File: src/length_field_deframer_defines.svh
// Assertion macros for the length field deframer.
`ifndef LENGTH_FIELD_DEFRAMER_DEFINES_SVH
`define LENGTH_FIELD_DEFRAMER_DEFINES_SVH
`ifndef SYNTH
`define LFD_ASSERT_IMP(label, ck, rn, ante, cons) \
    label: assert property (@(posedge ck) disable iff (!rn) (ante) |-> (cons)) \
        else $error("lfd check failed");
`define LFD_ASSERT_NEXT(label, ck, rn, ante, cons) \
    label: assert property (@(posedge ck) disable iff (!rn) (ante) |=> (cons)) \
        else $error("lfd check failed");
`else
`define LFD_ASSERT_IMP(label, ck, rn, ante, cons)
`define LFD_ASSERT_NEXT(label, ck, rn, ante, cons)
`endif
`endif

File: src/lfd_pkg.sv
// Constants and types of the length field deframer.
`default_nettype none

package lfd_pkg;

    // width of the frame byte counter
    localparam int FRAME_COUNT_BITS = 24;
    // wide enough for any frame total, signed
    localparam int TOT_W            = 35;
    // largest field end: offset 255 plus four bytes, minus one
    localparam int END_W            = 9;
    localparam int WIDE_W           = ((FRAME_COUNT_BITS > END_W) ? FRAME_COUNT_BITS : END_W) + 1;

    localparam logic [TOT_W-1:0] COUNT_MAX = (TOT_W'(1) << FRAME_COUNT_BITS) - TOT_W'(1);
    localparam logic [END_W-1:0] MAX_FIELD_END = END_W'(258);

    localparam int CFG_INDEX_W = 3;
    localparam int CFG_DATA_W  = 24;

    localparam logic [CFG_INDEX_W-1:0] CFG_LENGTH_OFFSET   = 3'd0;
    localparam logic [CFG_INDEX_W-1:0] CFG_LENGTH_SIZE     = 3'd1;
    localparam logic [CFG_INDEX_W-1:0] CFG_BIG_ENDIAN      = 3'd2;
    localparam logic [CFG_INDEX_W-1:0] CFG_LEN_INCL_HEADER = 3'd3;
    localparam logic [CFG_INDEX_W-1:0] CFG_HEADER_LENGTH   = 3'd4;
    localparam logic [CFG_INDEX_W-1:0] CFG_LENGTH_ADJUST   = 3'd5;
    localparam logic [CFG_INDEX_W-1:0] CFG_MAX_FRAME_SIZE  = 3'd6;

    localparam logic [2:0]  RST_LENGTH_SIZE    = 3'd2;
    localparam logic [7:0]  RST_HEADER_LENGTH  = 8'd2;
    localparam logic [23:0] RST_MAX_FRAME_SIZE = 24'd65536;

    localparam logic [2:0] SIZE_ONE  = 3'd1;
    localparam logic [2:0] SIZE_TWO  = 3'd2;
    localparam logic [2:0] SIZE_FOUR = 3'd4;

    localparam logic [1:0] STATUS_OK       = 2'd0;
    localparam logic [1:0] STATUS_SIZE_ERR = 2'd1;
    localparam logic [1:0] STATUS_CFG_ERR  = 2'd2;

    typedef struct packed {
        logic [7:0] out_byte;
        logic       frame_start;
        logic       frame_last;
        logic [1:0] status;
    } lfd_result_t;

endpackage

`default_nettype wire

File: src/length_field_deframer.sv
// Length field deframer: marks frame boundaries in a byte stream.
//
//  channel | signals                               | dir | word
//  --------+---------------------------------------+-----+---------------------------
//  in      | in_valid, in_stall, data_byte         | in  | one stream byte
//  out     | out_valid, out_stall, out_byte, ...   | out | byte with marks and status
//  cfg     | cfg_write_en, cfg_index, cfg_data     | in  | one register write
//
//  One byte per cycle while in_stall is low; a taken byte's result is registered in the
//  output register, or in the skid register if the output stalls. The frame state
//  updates in the same cycle a byte is taken. The skid register holds one result;
//  in_stall is that skid register being full, so the input stalls once a result is parked there.
//  rst_n clears the frame state, the valid flags and the configuration registers to their reset values.
`default_nettype none
`include "length_field_deframer_defines.svh"

module length_field_deframer (
    input  wire logic                              clk,
    input  wire logic                              rst_n,
    input  wire logic                              in_valid,
    output logic                                   in_stall,
    input  wire logic [7:0]                        data_byte,
    output logic                                   out_valid,
    input  wire logic                              out_stall,
    output logic [7:0]                             out_byte,
    output logic                                   frame_start,
    output logic                                   frame_last,
    output logic [1:0]                             status,
    input  wire logic                              cfg_write_en,
    input  wire logic [lfd_pkg::CFG_INDEX_W-1:0]   cfg_index,
    input  wire logic [lfd_pkg::CFG_DATA_W-1:0]    cfg_data
);

    localparam int CW = lfd_pkg::FRAME_COUNT_BITS;
    localparam int TW = lfd_pkg::TOT_W;
    localparam int EW = lfd_pkg::END_W;
    localparam int WW = lfd_pkg::WIDE_W;

    // configuration registers
    logic [7:0]  length_offset_reg;
    logic [2:0]  length_size_reg;
    logic        big_endian_reg;
    logic        length_includes_header_reg;
    logic [7:0]  header_length_reg;
    logic [15:0] length_adjust_reg;
    logic [23:0] max_frame_size_reg;

    // frame state
    logic [CW-1:0] byte_count_reg, byte_count_next;
    logic [31:0]   length_value_reg, length_value_next;
    logic [CW-1:0] frame_total_reg, frame_total_next;
    logic          total_known_reg, total_known_next;

    // output stage
    logic                 out_valid_reg, out_valid_next;
    logic                 skid_valid_reg, skid_valid_next;
    lfd_pkg::lfd_result_t out_reg, out_next;
    lfd_pkg::lfd_result_t skid_reg, skid_next;
    lfd_pkg::lfd_result_t res;

    logic          accept;
    logic          out_load;
    logic [EW-1:0] field_end;
    logic [WW-1:0] pos_wide;
    logic [WW-1:0] end_wide;
    logic [WW-1:0] off_wide;
    logic [31:0]   len_base;
    logic [31:0]   len_acc;
    logic [1:0]    byte_sel;
    logic [TW-1:0] total;
    logic [TW-1:0] limit;
    logic [TW-1:0] pos_p1;
    logic          total_bad;
    logic          size_ok;

    assign accept   = in_valid && !in_stall;
    assign in_stall = skid_valid_reg;

    assign field_end = EW'(length_offset_reg) + EW'(length_size_reg) - EW'(1);
    assign pos_wide  = WW'(byte_count_reg);
    assign end_wide  = WW'(field_end);
    assign off_wide  = WW'(length_offset_reg);
    assign byte_sel  = byte_count_reg[1:0] - length_offset_reg[1:0];
    assign pos_p1    = TW'(byte_count_reg) + TW'(1);

    // gather the length field bytes
    always_comb
    begin
        len_base = (byte_count_reg == '0) ? 32'd0 : length_value_reg;
        len_acc  = len_base;
        if (pos_wide >= off_wide)
        begin
            if (big_endian_reg)
            begin
                len_acc = {len_base[23:0], data_byte};
            end
            else
            begin
                case (byte_sel)
                    2'd0:    len_acc = len_base | {24'd0, data_byte};
                    2'd1:    len_acc = len_base | {16'd0, data_byte, 8'd0};
                    2'd2:    len_acc = len_base | {8'd0, data_byte, 16'd0};
                    default: len_acc = len_base | {data_byte, 24'd0};
                endcase
            end
        end
    end

    // frame total and its range check
    always_comb
    begin
        total = TW'(len_acc) + {{(TW-16){length_adjust_reg[15]}}, length_adjust_reg};
        if (!length_includes_header_reg)
        begin
            total = total + TW'(header_length_reg);
        end
        limit = (TW'(max_frame_size_reg) > lfd_pkg::COUNT_MAX) ? lfd_pkg::COUNT_MAX
                                                                : TW'(max_frame_size_reg);
        total_bad = total[TW-1] || (total == '0) || (total > limit)
                    || (total < TW'(field_end) + TW'(1));
    end

    always_comb
    begin
        size_ok = length_size_reg inside {lfd_pkg::SIZE_ONE, lfd_pkg::SIZE_TWO,
                                          lfd_pkg::SIZE_FOUR};
    end

    // frame state machine
    always_comb
    begin
        byte_count_next   = byte_count_reg;
        length_value_next = length_value_reg;
        frame_total_next  = frame_total_reg;
        total_known_next  = total_known_reg;
        res.out_byte      = data_byte;
        res.frame_start   = (byte_count_reg == '0);
        res.frame_last    = 1'b0;
        res.status        = lfd_pkg::STATUS_OK;

        if (total_known_reg)
        begin
            if (pos_p1 >= TW'(frame_total_reg))
            begin
                res.frame_last = 1'b1;
            end
        end
        else if (!size_ok)
        begin
            res.frame_last = 1'b1;
            res.status     = lfd_pkg::STATUS_CFG_ERR;
        end
        else if (pos_wide > end_wide)
        begin
            res.frame_last = 1'b1;
            res.status     = lfd_pkg::STATUS_SIZE_ERR;
        end
        else if (pos_wide == end_wide)
        begin
            if (total_bad)
            begin
                res.frame_last = 1'b1;
                res.status     = lfd_pkg::STATUS_SIZE_ERR;
            end
            else if (total == pos_p1)
            begin
                res.frame_last = 1'b1;
            end
        end
        else if (&byte_count_reg)
        begin
            res.frame_last = 1'b1;
            res.status     = lfd_pkg::STATUS_SIZE_ERR;
        end

        if (!total_known_reg && size_ok && pos_wide <= end_wide)
        begin
            length_value_next = len_acc;
        end

        if (res.frame_last)
        begin
            // drop the frame and hunt from the next byte
            byte_count_next   = '0;
            length_value_next = 32'd0;
            frame_total_next  = '0;
            total_known_next  = 1'b0;
        end
        else
        begin
            byte_count_next = byte_count_reg + CW'(1);
            if (!total_known_reg && pos_wide == end_wide)
            begin
                frame_total_next = total[CW-1:0];
                total_known_next = 1'b1;
            end
        end
    end

    // output register with one skid entry
    always_comb
    begin
        out_load        = !out_valid_reg || !out_stall;
        out_valid_next  = out_valid_reg;
        skid_valid_next = skid_valid_reg;
        out_next        = out_reg;
        skid_next       = skid_reg;
        if (out_load)
        begin
            out_valid_next  = skid_valid_reg || accept;
            out_next        = skid_valid_reg ? skid_reg : res;
            skid_valid_next = 1'b0;
        end
        else if (accept)
        begin
            skid_valid_next = 1'b1;
            skid_next       = res;
        end
    end

    always_ff @(posedge clk or negedge rst_n)
    begin
        if (!rst_n)
        begin
            length_offset_reg          <= 8'd0;
            length_size_reg            <= lfd_pkg::RST_LENGTH_SIZE;
            big_endian_reg             <= 1'b1;
            length_includes_header_reg <= 1'b0;
            header_length_reg          <= lfd_pkg::RST_HEADER_LENGTH;
            length_adjust_reg          <= 16'd0;
            max_frame_size_reg         <= lfd_pkg::RST_MAX_FRAME_SIZE;
        end
        else if (cfg_write_en)
        begin
            case (cfg_index)
                lfd_pkg::CFG_LENGTH_OFFSET:   length_offset_reg          <= cfg_data[7:0];
                lfd_pkg::CFG_LENGTH_SIZE:     length_size_reg            <= cfg_data[2:0];
                lfd_pkg::CFG_BIG_ENDIAN:      big_endian_reg             <= cfg_data[0];
                lfd_pkg::CFG_LEN_INCL_HEADER: length_includes_header_reg <= cfg_data[0];
                lfd_pkg::CFG_HEADER_LENGTH:   header_length_reg          <= cfg_data[7:0];
                lfd_pkg::CFG_LENGTH_ADJUST:   length_adjust_reg          <= cfg_data[15:0];
                lfd_pkg::CFG_MAX_FRAME_SIZE:  max_frame_size_reg         <= cfg_data[23:0];
                default: ;
            endcase
        end
    end

    always_ff @(posedge clk or negedge rst_n)
    begin
        if (!rst_n)
        begin
            byte_count_reg   <= '0;
            length_value_reg <= 32'd0;
            frame_total_reg  <= '0;
            total_known_reg  <= 1'b0;
            out_valid_reg    <= 1'b0;
            skid_valid_reg   <= 1'b0;
        end
        else
        begin
            if (accept)
            begin
                byte_count_reg   <= byte_count_next;
                length_value_reg <= length_value_next;
                frame_total_reg  <= frame_total_next;
                total_known_reg  <= total_known_next;
            end
            out_valid_reg  <= out_valid_next;
            skid_valid_reg <= skid_valid_next;
        end
    end

    always_ff @(posedge clk)
    begin
        out_reg  <= out_next;
        skid_reg <= skid_next;
    end

    assign out_valid   = out_valid_reg;
    assign out_byte    = out_reg.out_byte;
    assign frame_start = out_reg.frame_start;
    assign frame_last  = out_reg.frame_last;
    assign status      = out_reg.status;

    `LFD_ASSERT_IMP(a_skid_behind_out, clk, rst_n, skid_valid_reg, out_valid_reg)
    `LFD_ASSERT_IMP(a_total_ahead, clk, rst_n, total_known_reg,
                    frame_total_reg > byte_count_reg)
    `LFD_ASSERT_IMP(a_hunt_bounded, clk, rst_n, !total_known_reg,
                    WW'(byte_count_reg) <= WW'(lfd_pkg::MAX_FIELD_END))
    `LFD_ASSERT_IMP(a_error_ends_frame, clk, rst_n,
                    out_valid && status != lfd_pkg::STATUS_OK, frame_last)
    `LFD_ASSERT_NEXT(a_last_restarts, clk, rst_n, accept && res.frame_last,
                     byte_count_reg == '0 && !total_known_reg)

endmodule

`default_nettype wire
File: config.mk
export PLATFORM = sky130hd
export DESIGN_NAME = length_field_deframer
export DESIGN_NICKNAME = d
export VERILOG_FILES = /design/src/lfd_pkg.sv /design/src/length_field_deframer.sv
export VERILOG_INCLUDE_DIRS = /design/src /design/src/src
export SDC_FILE = /design/constraint.sdc
export NUM_CORES = 1
export LEC_CHECK = 0
export ABC_CLOCK_PERIOD_IN_PS = 13900
export BUFFER_PORTS_ARGS = -buffer_cell sky130_fd_sc_hd__buf_2
export CAP_MARGIN = 20
export CORE_AREA = 3 3 171 173
export DETAILED_ROUTE_END_ITERATION = 6
export DIE_AREA = 0 0 174 176
export GPL_ROUTABILITY_DRIVEN = 0
export GPL_TIMING_DRIVEN = 1
export PLACE_DENSITY_LB_ADDON = 0.12
export SYNTH_ARGS = -nofsm -noshare
export SYNTH_HDL_FRONTEND = slang
export SYNTH_SLANG_ARGS = --single-unit
File: constraint.sdc
create_clock -name clk -period 13.9 [get_ports clk]
set_input_delay 3.475 -clock clk [delete_from_list [all_inputs] [get_ports clk]]
set_output_delay 3.475 -clock clk [all_outputs]
set_load 0.02 [all_outputs]
# Yosys cells after proc, flatten, opt, wreduce, memory -nomap -nowiden
# Index checks and enable logic that the tools add are counted.
[word_totals]
register_bits = 168
in_bits = 40
output_inout_bits = 14
wordCells = 110
[classes]
addsub = 8
order_cmp = 6
eq_ne = 13
n_mux = 25
bitwise_logic = 5
n_reduce_logical = 32
[op_table]
columns = ["op", "count"]
rows = [
  ["32-bit 2-to-1 mux", 5],
  ["32-bit one-hot mux with 3 select lines", 1],
  ["24-bit 2-to-1 mux", 3],
  ["34-bit by 9-bit adder with 35-bit output", 1],
  ["35-bit by 25-bit equality test with 1-bit output", 1],
  ["35-bit by 24-bit > comparator with 1-bit output", 1],
  ["35-bit zero test", 1],
  ["35-bit by 10-bit less-than comparator with 1-bit output", 1],
  ["35-bit 2-to-1 mux", 1],
  ["33-bit by 16-bit adder with 34-bit output", 1],
  ["32-bit by 16-bit OR with 32-bit output", 1],
  ["32-bit by 24-bit OR with 32-bit output", 1],
  ["32-bit OR", 1],
  ["32-bit by 8-bit OR with 32-bit output", 1],
  ["24-bit by 1-bit adder with 25-bit output, second input constant", 1],
  ["25-bit by 24-bit greater-or-equal comparator with 1-bit output", 1],
  ["24-bit by 1-bit adder with 24-bit output, second input constant", 1],
  ["24-bit by 9-bit equality test with 1-bit output", 1],
  ["24-bit by 8-bit greater-or-equal comparator with 1-bit output", 1],
  ["24-bit by 9-bit > comparator with 1-bit output", 1],
  ["24-bit by 9-bit less-or-equal comparator with 1-bit output", 1],
  ["24-bit zero test", 1],
  ["24-bit AND reduction", 1],
  ["2-bit AND reduction", 10],
  ["other kinds (21)", 50],
]

# Longest topological paths before layout
[depth]
ltp_word = 20
mapped_depth = 47
depth_no_buf = 44

# Worst setup path before layout
# OpenSTA, ideal clock, no wires.
[synth_path]
path_kind = "input-to-reg"
start = "in data_byte[0]"
end = "reg frame_total_reg[5]"
arrival_ps = 9553
required_ps = 13779
slack_ps = 4226
path_stages = 35
path_buffers = 1
cell_sequence = "nand2_1 -> o21ai_0 -> ha_1 -> inv_1 -> fa_1 -> nor2b_4 -> o31a_4 -> nor2_1 -> xnor2_1 -> ha_1 -> o21ai_0 -> nand2b_1 -> o2111ai_1 -> a221oi_2 -> and3_2 -> nand4_2 -> or2_2 -> xnor2_1 -> inv_1 -> ha_1 -> and3_1 -> nand3_1 -> or2_2 -> o22ai_1 -> nor3_1 -> nand2_1 -> o21ai_0 -> a21o_1 -> a32oi_1 -> o22ai_1 -> and4_4 -> o211ai_4 -> o21bai_1 -> clkbuf_1 -> a22o_1"
[synth_between]
elab_chain_cells = 18
elab_cells_between_ends = 27
classes_between = "2 x add/sub; 2 x order compare; 1 x eq/ne; 12 x mux; 4 x bitwise; 6 x reduce/logical"
[synth_lines]
columns = ["element", "line", "text"]
rows = [
  ["start: declaration", "length_field_deframer.sv:22", "input wire logic [7:0] data_byte,"],
  ["32-bit by 8-bit OR with 32-bit output (tied with other cells)", "length_field_deframer.sv:100", "2'd0: len_acc = len_base | {24'd0, data_byte};"],
  ["32-bit one-hot mux with 3 select lines", "length_field_deframer.sv:99", "case (byte_sel)"],
  ["32-bit 2-to-1 mux *", "length_field_deframer.sv:93", "if (big_endian_reg)"],
  ["32-bit 2-to-1 mux *", "length_field_deframer.sv:91", "if (pos_wide >= off_wide)"],
  ["33-bit by 16-bit adder with 34-bit output *", "length_field_deframer.sv:112", "total = TW'(len_acc) + {{(TW-16){length_adjust_reg[15]}}, length_adjust_reg};"],
  ["34-bit by 9-bit adder with 35-bit output", "length_field_deframer.sv:115", "total = total + TW'(header_length_reg);"],
  ["35-bit 2-to-1 mux *", "length_field_deframer.sv:113", "if (!length_includes_header_reg)"],
  ["branches (longest 11 deep; another with 35-bit by 24-bit > comparator with 1-bit output)", "--", ""],
  ["end signal: assignment", "length_field_deframer.sv:265", "frame_total_reg <= frame_total_next;"],
  ["end: declaration", "length_field_deframer.sv:51", "logic [CW-1:0] frame_total_reg, frame_total_next;"],
]
# Every way passes the cells marked *. The select of a mux whose other input is x is not followed.
# A chain may end at the register's enable or synchronous reset.

# Final worst setup path
[layout_path]
start = "in data_byte[0]"
end = "reg frame_total_reg[16]"
# Same word-level chain as after synthesis.

==> metrics <==
Avg Inst Size Synth 9.075 µm²; met2 GRT Util 0.4234; DR DRC count 0; Critical Path RT 14.27 ns; total of max-cap violations 0; FF-to-FF path depth 45; clk_skew 0.02682 ns; TritonCTS clock tree yes; Cells after Synth 1551; VDD IR-drop max 0.1179 mV; Vias/cell 6.090; vias in the first global route 11.46k; final setup fails 0; height of the die 176 µm; met3 Usage GRT 0.04731; Final #Nets 1746; Clock Path Buffers 2; Syn. warnings 0; max FFs per register 32; DR vias 11.98k; drt wl/cell 20.35 µm; Slew @ Worst Pin 0.9913 ns; boundary pin count 54; Initial Utilization 0.5067; Core Area 27780 µm²; CP Capture Type register; Mapped Nets 1721; antenna viol nets, final 0; R2R Setup Slk 3.75 ns; Reg-to-Reg Start byte_count_reg[0]; Num CTS Buffers 17; placed cells 1934; CTS clk-pin slew, worst paths 0.08 ns; Iteration-0 DRC Markers 1012; CP Class input port to register; status complete, no violations; P_leak 6.776 nW; post-synthesis cell area 14080 µm²; Synth Register Bits 168; insertion delay to the later sink of the worst-skew pair 0.46 ns; HPWL after DPL 30770 µm; global-route wire length before repair 63690 µm; Root Buffer clkbuf_16; Worst Hold Class register to register; drt pass-1 iters 5; max-slew violation total from the final report 0; gr busiest metal met2; Filler Cell Count 2559; ys flop type dfrtp_1; ANT cells 0; TNS Setup 0 ns; Final period util 0.7561; largest fanout on the critical path 24; startpoint class of the critical path input port; P per Cell Area 189.4 nW/µm²; final period demand of the worst path 10.51 ns; Arrival @ worst endpoint 10.88 ns; share of post-route cells with drive strength above 1 0.1410; relative slew slack 0.3387; asr flop ratio synth 0.8571; row count 61; clock sinks 168; Seq/Total Area, Yosys 0.3076; GRT Resource Usage Total 0.2634; initial antenna violation count 0; Port-buffer cells 53; P&R area growth vs syn 8.826%; worst r2r dst frame_total_reg[16]; GRT overflow 0; Netlist cell types 103; crit path from data_byte[0]; fin cells 1967; Fmax 95.15 MHz; max incr delay on CP 0.80 ns; Post CTS Setup Buffer Count 0; Die ar. 30620 µm²; Routed Wire Length 40030 µm; RSZ-0062 raised after global routing no; final hold vios 0; Worst path slowest cell o21bai_2; Clock H-tree levels 4; GRT met1 Usage 0.3710; largest net degree at the start of global routing 74; number of enable flip-flop cells after synthesis 24; Hold Buf Count CTS 0; end point of the critical path frame_total_reg[16]; die width 174 µm; post-cts sizing count 0; Worst path most repeated cell ha_1
where the power goes:
group,internal [mW],switching (mW),total [mW]
Combinational,0.678,1.08,1.76
Clock,0.266,0.251,0.517
Sequential,0.566,0.0556,0.622
placed cells by master, fill, tap and decap left out, types with 11 or more instances in the layout:
cell,n
nand2b_1,14
a211oi_1,11
or3_1,23
edfxtp_1,24
o21ai_0,70
nor4_1,16
and3_1,12
o22ai_1,19
xnor2_1,60
o21a_1,19
xor2_1,37
buf_2,52
a22o_1,55
and2_1,16
nor2_1,98
a21oi_1,65
mux2_2,61
mux2i_1,29
nor2b_1,15
nand4_1,33
inv_1,116
nor3_1,35
clkbuf_16,17
dfrtp_1,140
nand2_1,130
buf_4,17
ha_1,126
nand3_1,36
o21ai_1,11
a21o_1,28
through the flow:
stage / power [mW] / utilization / instance area [µm²] / hold WS (ns) / worst slack [ns]
after floorplan: 1.903 / - / 14080 / 0.4492 / 4.226
after global placement: 2.326 / 0.5278 / 14660 / 0.4690 / 3.375
after detailed placement: 2.354 / 0.5281 / 14670 / 0.4753 / 3.144
after CTS: 2.888 / 0.5511 / 15310 / 0.4939 / 3.534
after global routing: 3.123 / 0.5514 / 15320 / 0.5248 / 2.818
final: 2.901 / 0.5514 / 15320 / 0.4867 / 3.390
how the worst min path moves through the flow:
stage,depth (start not counted),slack (ns),from,end
detailed placement,2,0.48,length_value_reg[31],length_value_reg[31]
global placement,2,0.47,length_value_reg[31],length_value_reg[31]
floorplan,2,0.45,length_value_reg[31],length_value_reg[31]
CTS,2,0.49,length_value_reg[31],length_value_reg[31]
global route,1,0.52,frame_total_reg[17],frame_total_reg[17]
finish,2,0.49,length_value_reg[31],length_value_reg[31]
synth_stat cells, drive strengths merged, types with 6 or more instances:
| cell type | number | area, µm² |
|---|---|---|
| a22oi | 6 | 50.05 |
| a22o | 55 | 481.7 |
| nor3b | 7 | 52.55 |
| nor2 | 99 | 371.6 |
| mux2i | 29 | 290.3 |
| o22ai | 19 | 118.9 |
| and4 | 12 | 110.1 |
| nand2 | 130 | 488.0 |
| and3 | 13 | 82.58 |
| dfrtp | 140 | 3503 |
| a21o | 28 | 210.2 |
| nand4b | 6 | 52.55 |
| o211ai | 12 | 108.9 |
| o21bai | 8 | 60.06 |
| a21oi | 67 | 342.8 |
| nand4 | 35 | 231.5 |
| nor3 | 35 | 175.2 |
| a2111oi | 6 | 71.32 |
| nor2b | 16 | 107.6 |
| o21a | 19 | 142.6 |
| or3 | 23 | 143.9 |
| and2 | 17 | 106.4 |
| ha | 126 | 1577 |
| nand2b | 14 | 87.58 |
| mux2 | 61 | 686.9 |
| o2111ai | 6 | 58.80 |
| clkbuf | 47 | 176.4 |
| nor4 | 20 | 176.4 |
| xor2 | 38 | 340.3 |
| inv | 116 | 435.4 |
| a211oi | 13 | 115.1 |
| or2 | 11 | 68.82 |
| o21ai | 87 | 457.9 |
| nand3 | 36 | 180.2 |
| buf | 17 | 100.1 |
| xnor2 | 62 | 558.0 |
| a31oi | 8 | 50.05 |
| edfxtp | 24 | 720.7 |
worst max-delay path, delay by kind of cell:
kind            cells  cell delay [ns]
buf+inv             3             0.26
compound gates     12             3.06
simple gates       13             2.30
fa+ha+maj           4             1.41
xor+xnor            2             0.39
area by class of cell:
cell class                 count  area (µm²)  share of cell area
timing repair buffer          70       399.1             0.02606
clock inverter                15       215.2             0.01405
inverter                     116       435.4             0.02842
sequential                   168        4329              0.2826
clock buffer                  17       425.4             0.02777
tap                          378       473.0             0.03087
multi-input combinational   1203        9041              0.5902
cells by family (layout without fill, tap and decap cells):
| kind of cell | Yosys count | count (layout) | share of synthesized area |
|---|---|---|---|
| simple gates | 489 | 489 | 0.1832 |
| compound gates | 390 | 390 | 0.2012 |
| buf+inv | 180 | 218 | 0.05058 |
| flops | 168 | 168 | 0.3076 |
| fa+ha+maj | 130 | 130 | 0.1177 |
| xor+xnor | 104 | 104 | 0.07031 |
| mux | 90 | 90 | 0.06942 |
metal layers:
metal,part of all wire,wire length (µm)
met5,0,0
met4,0.019,741
met3,0.057,2274
met2,0.45,18200
met1,0.47,18820
No activity file was read; power rests on OpenSTA's default activity.
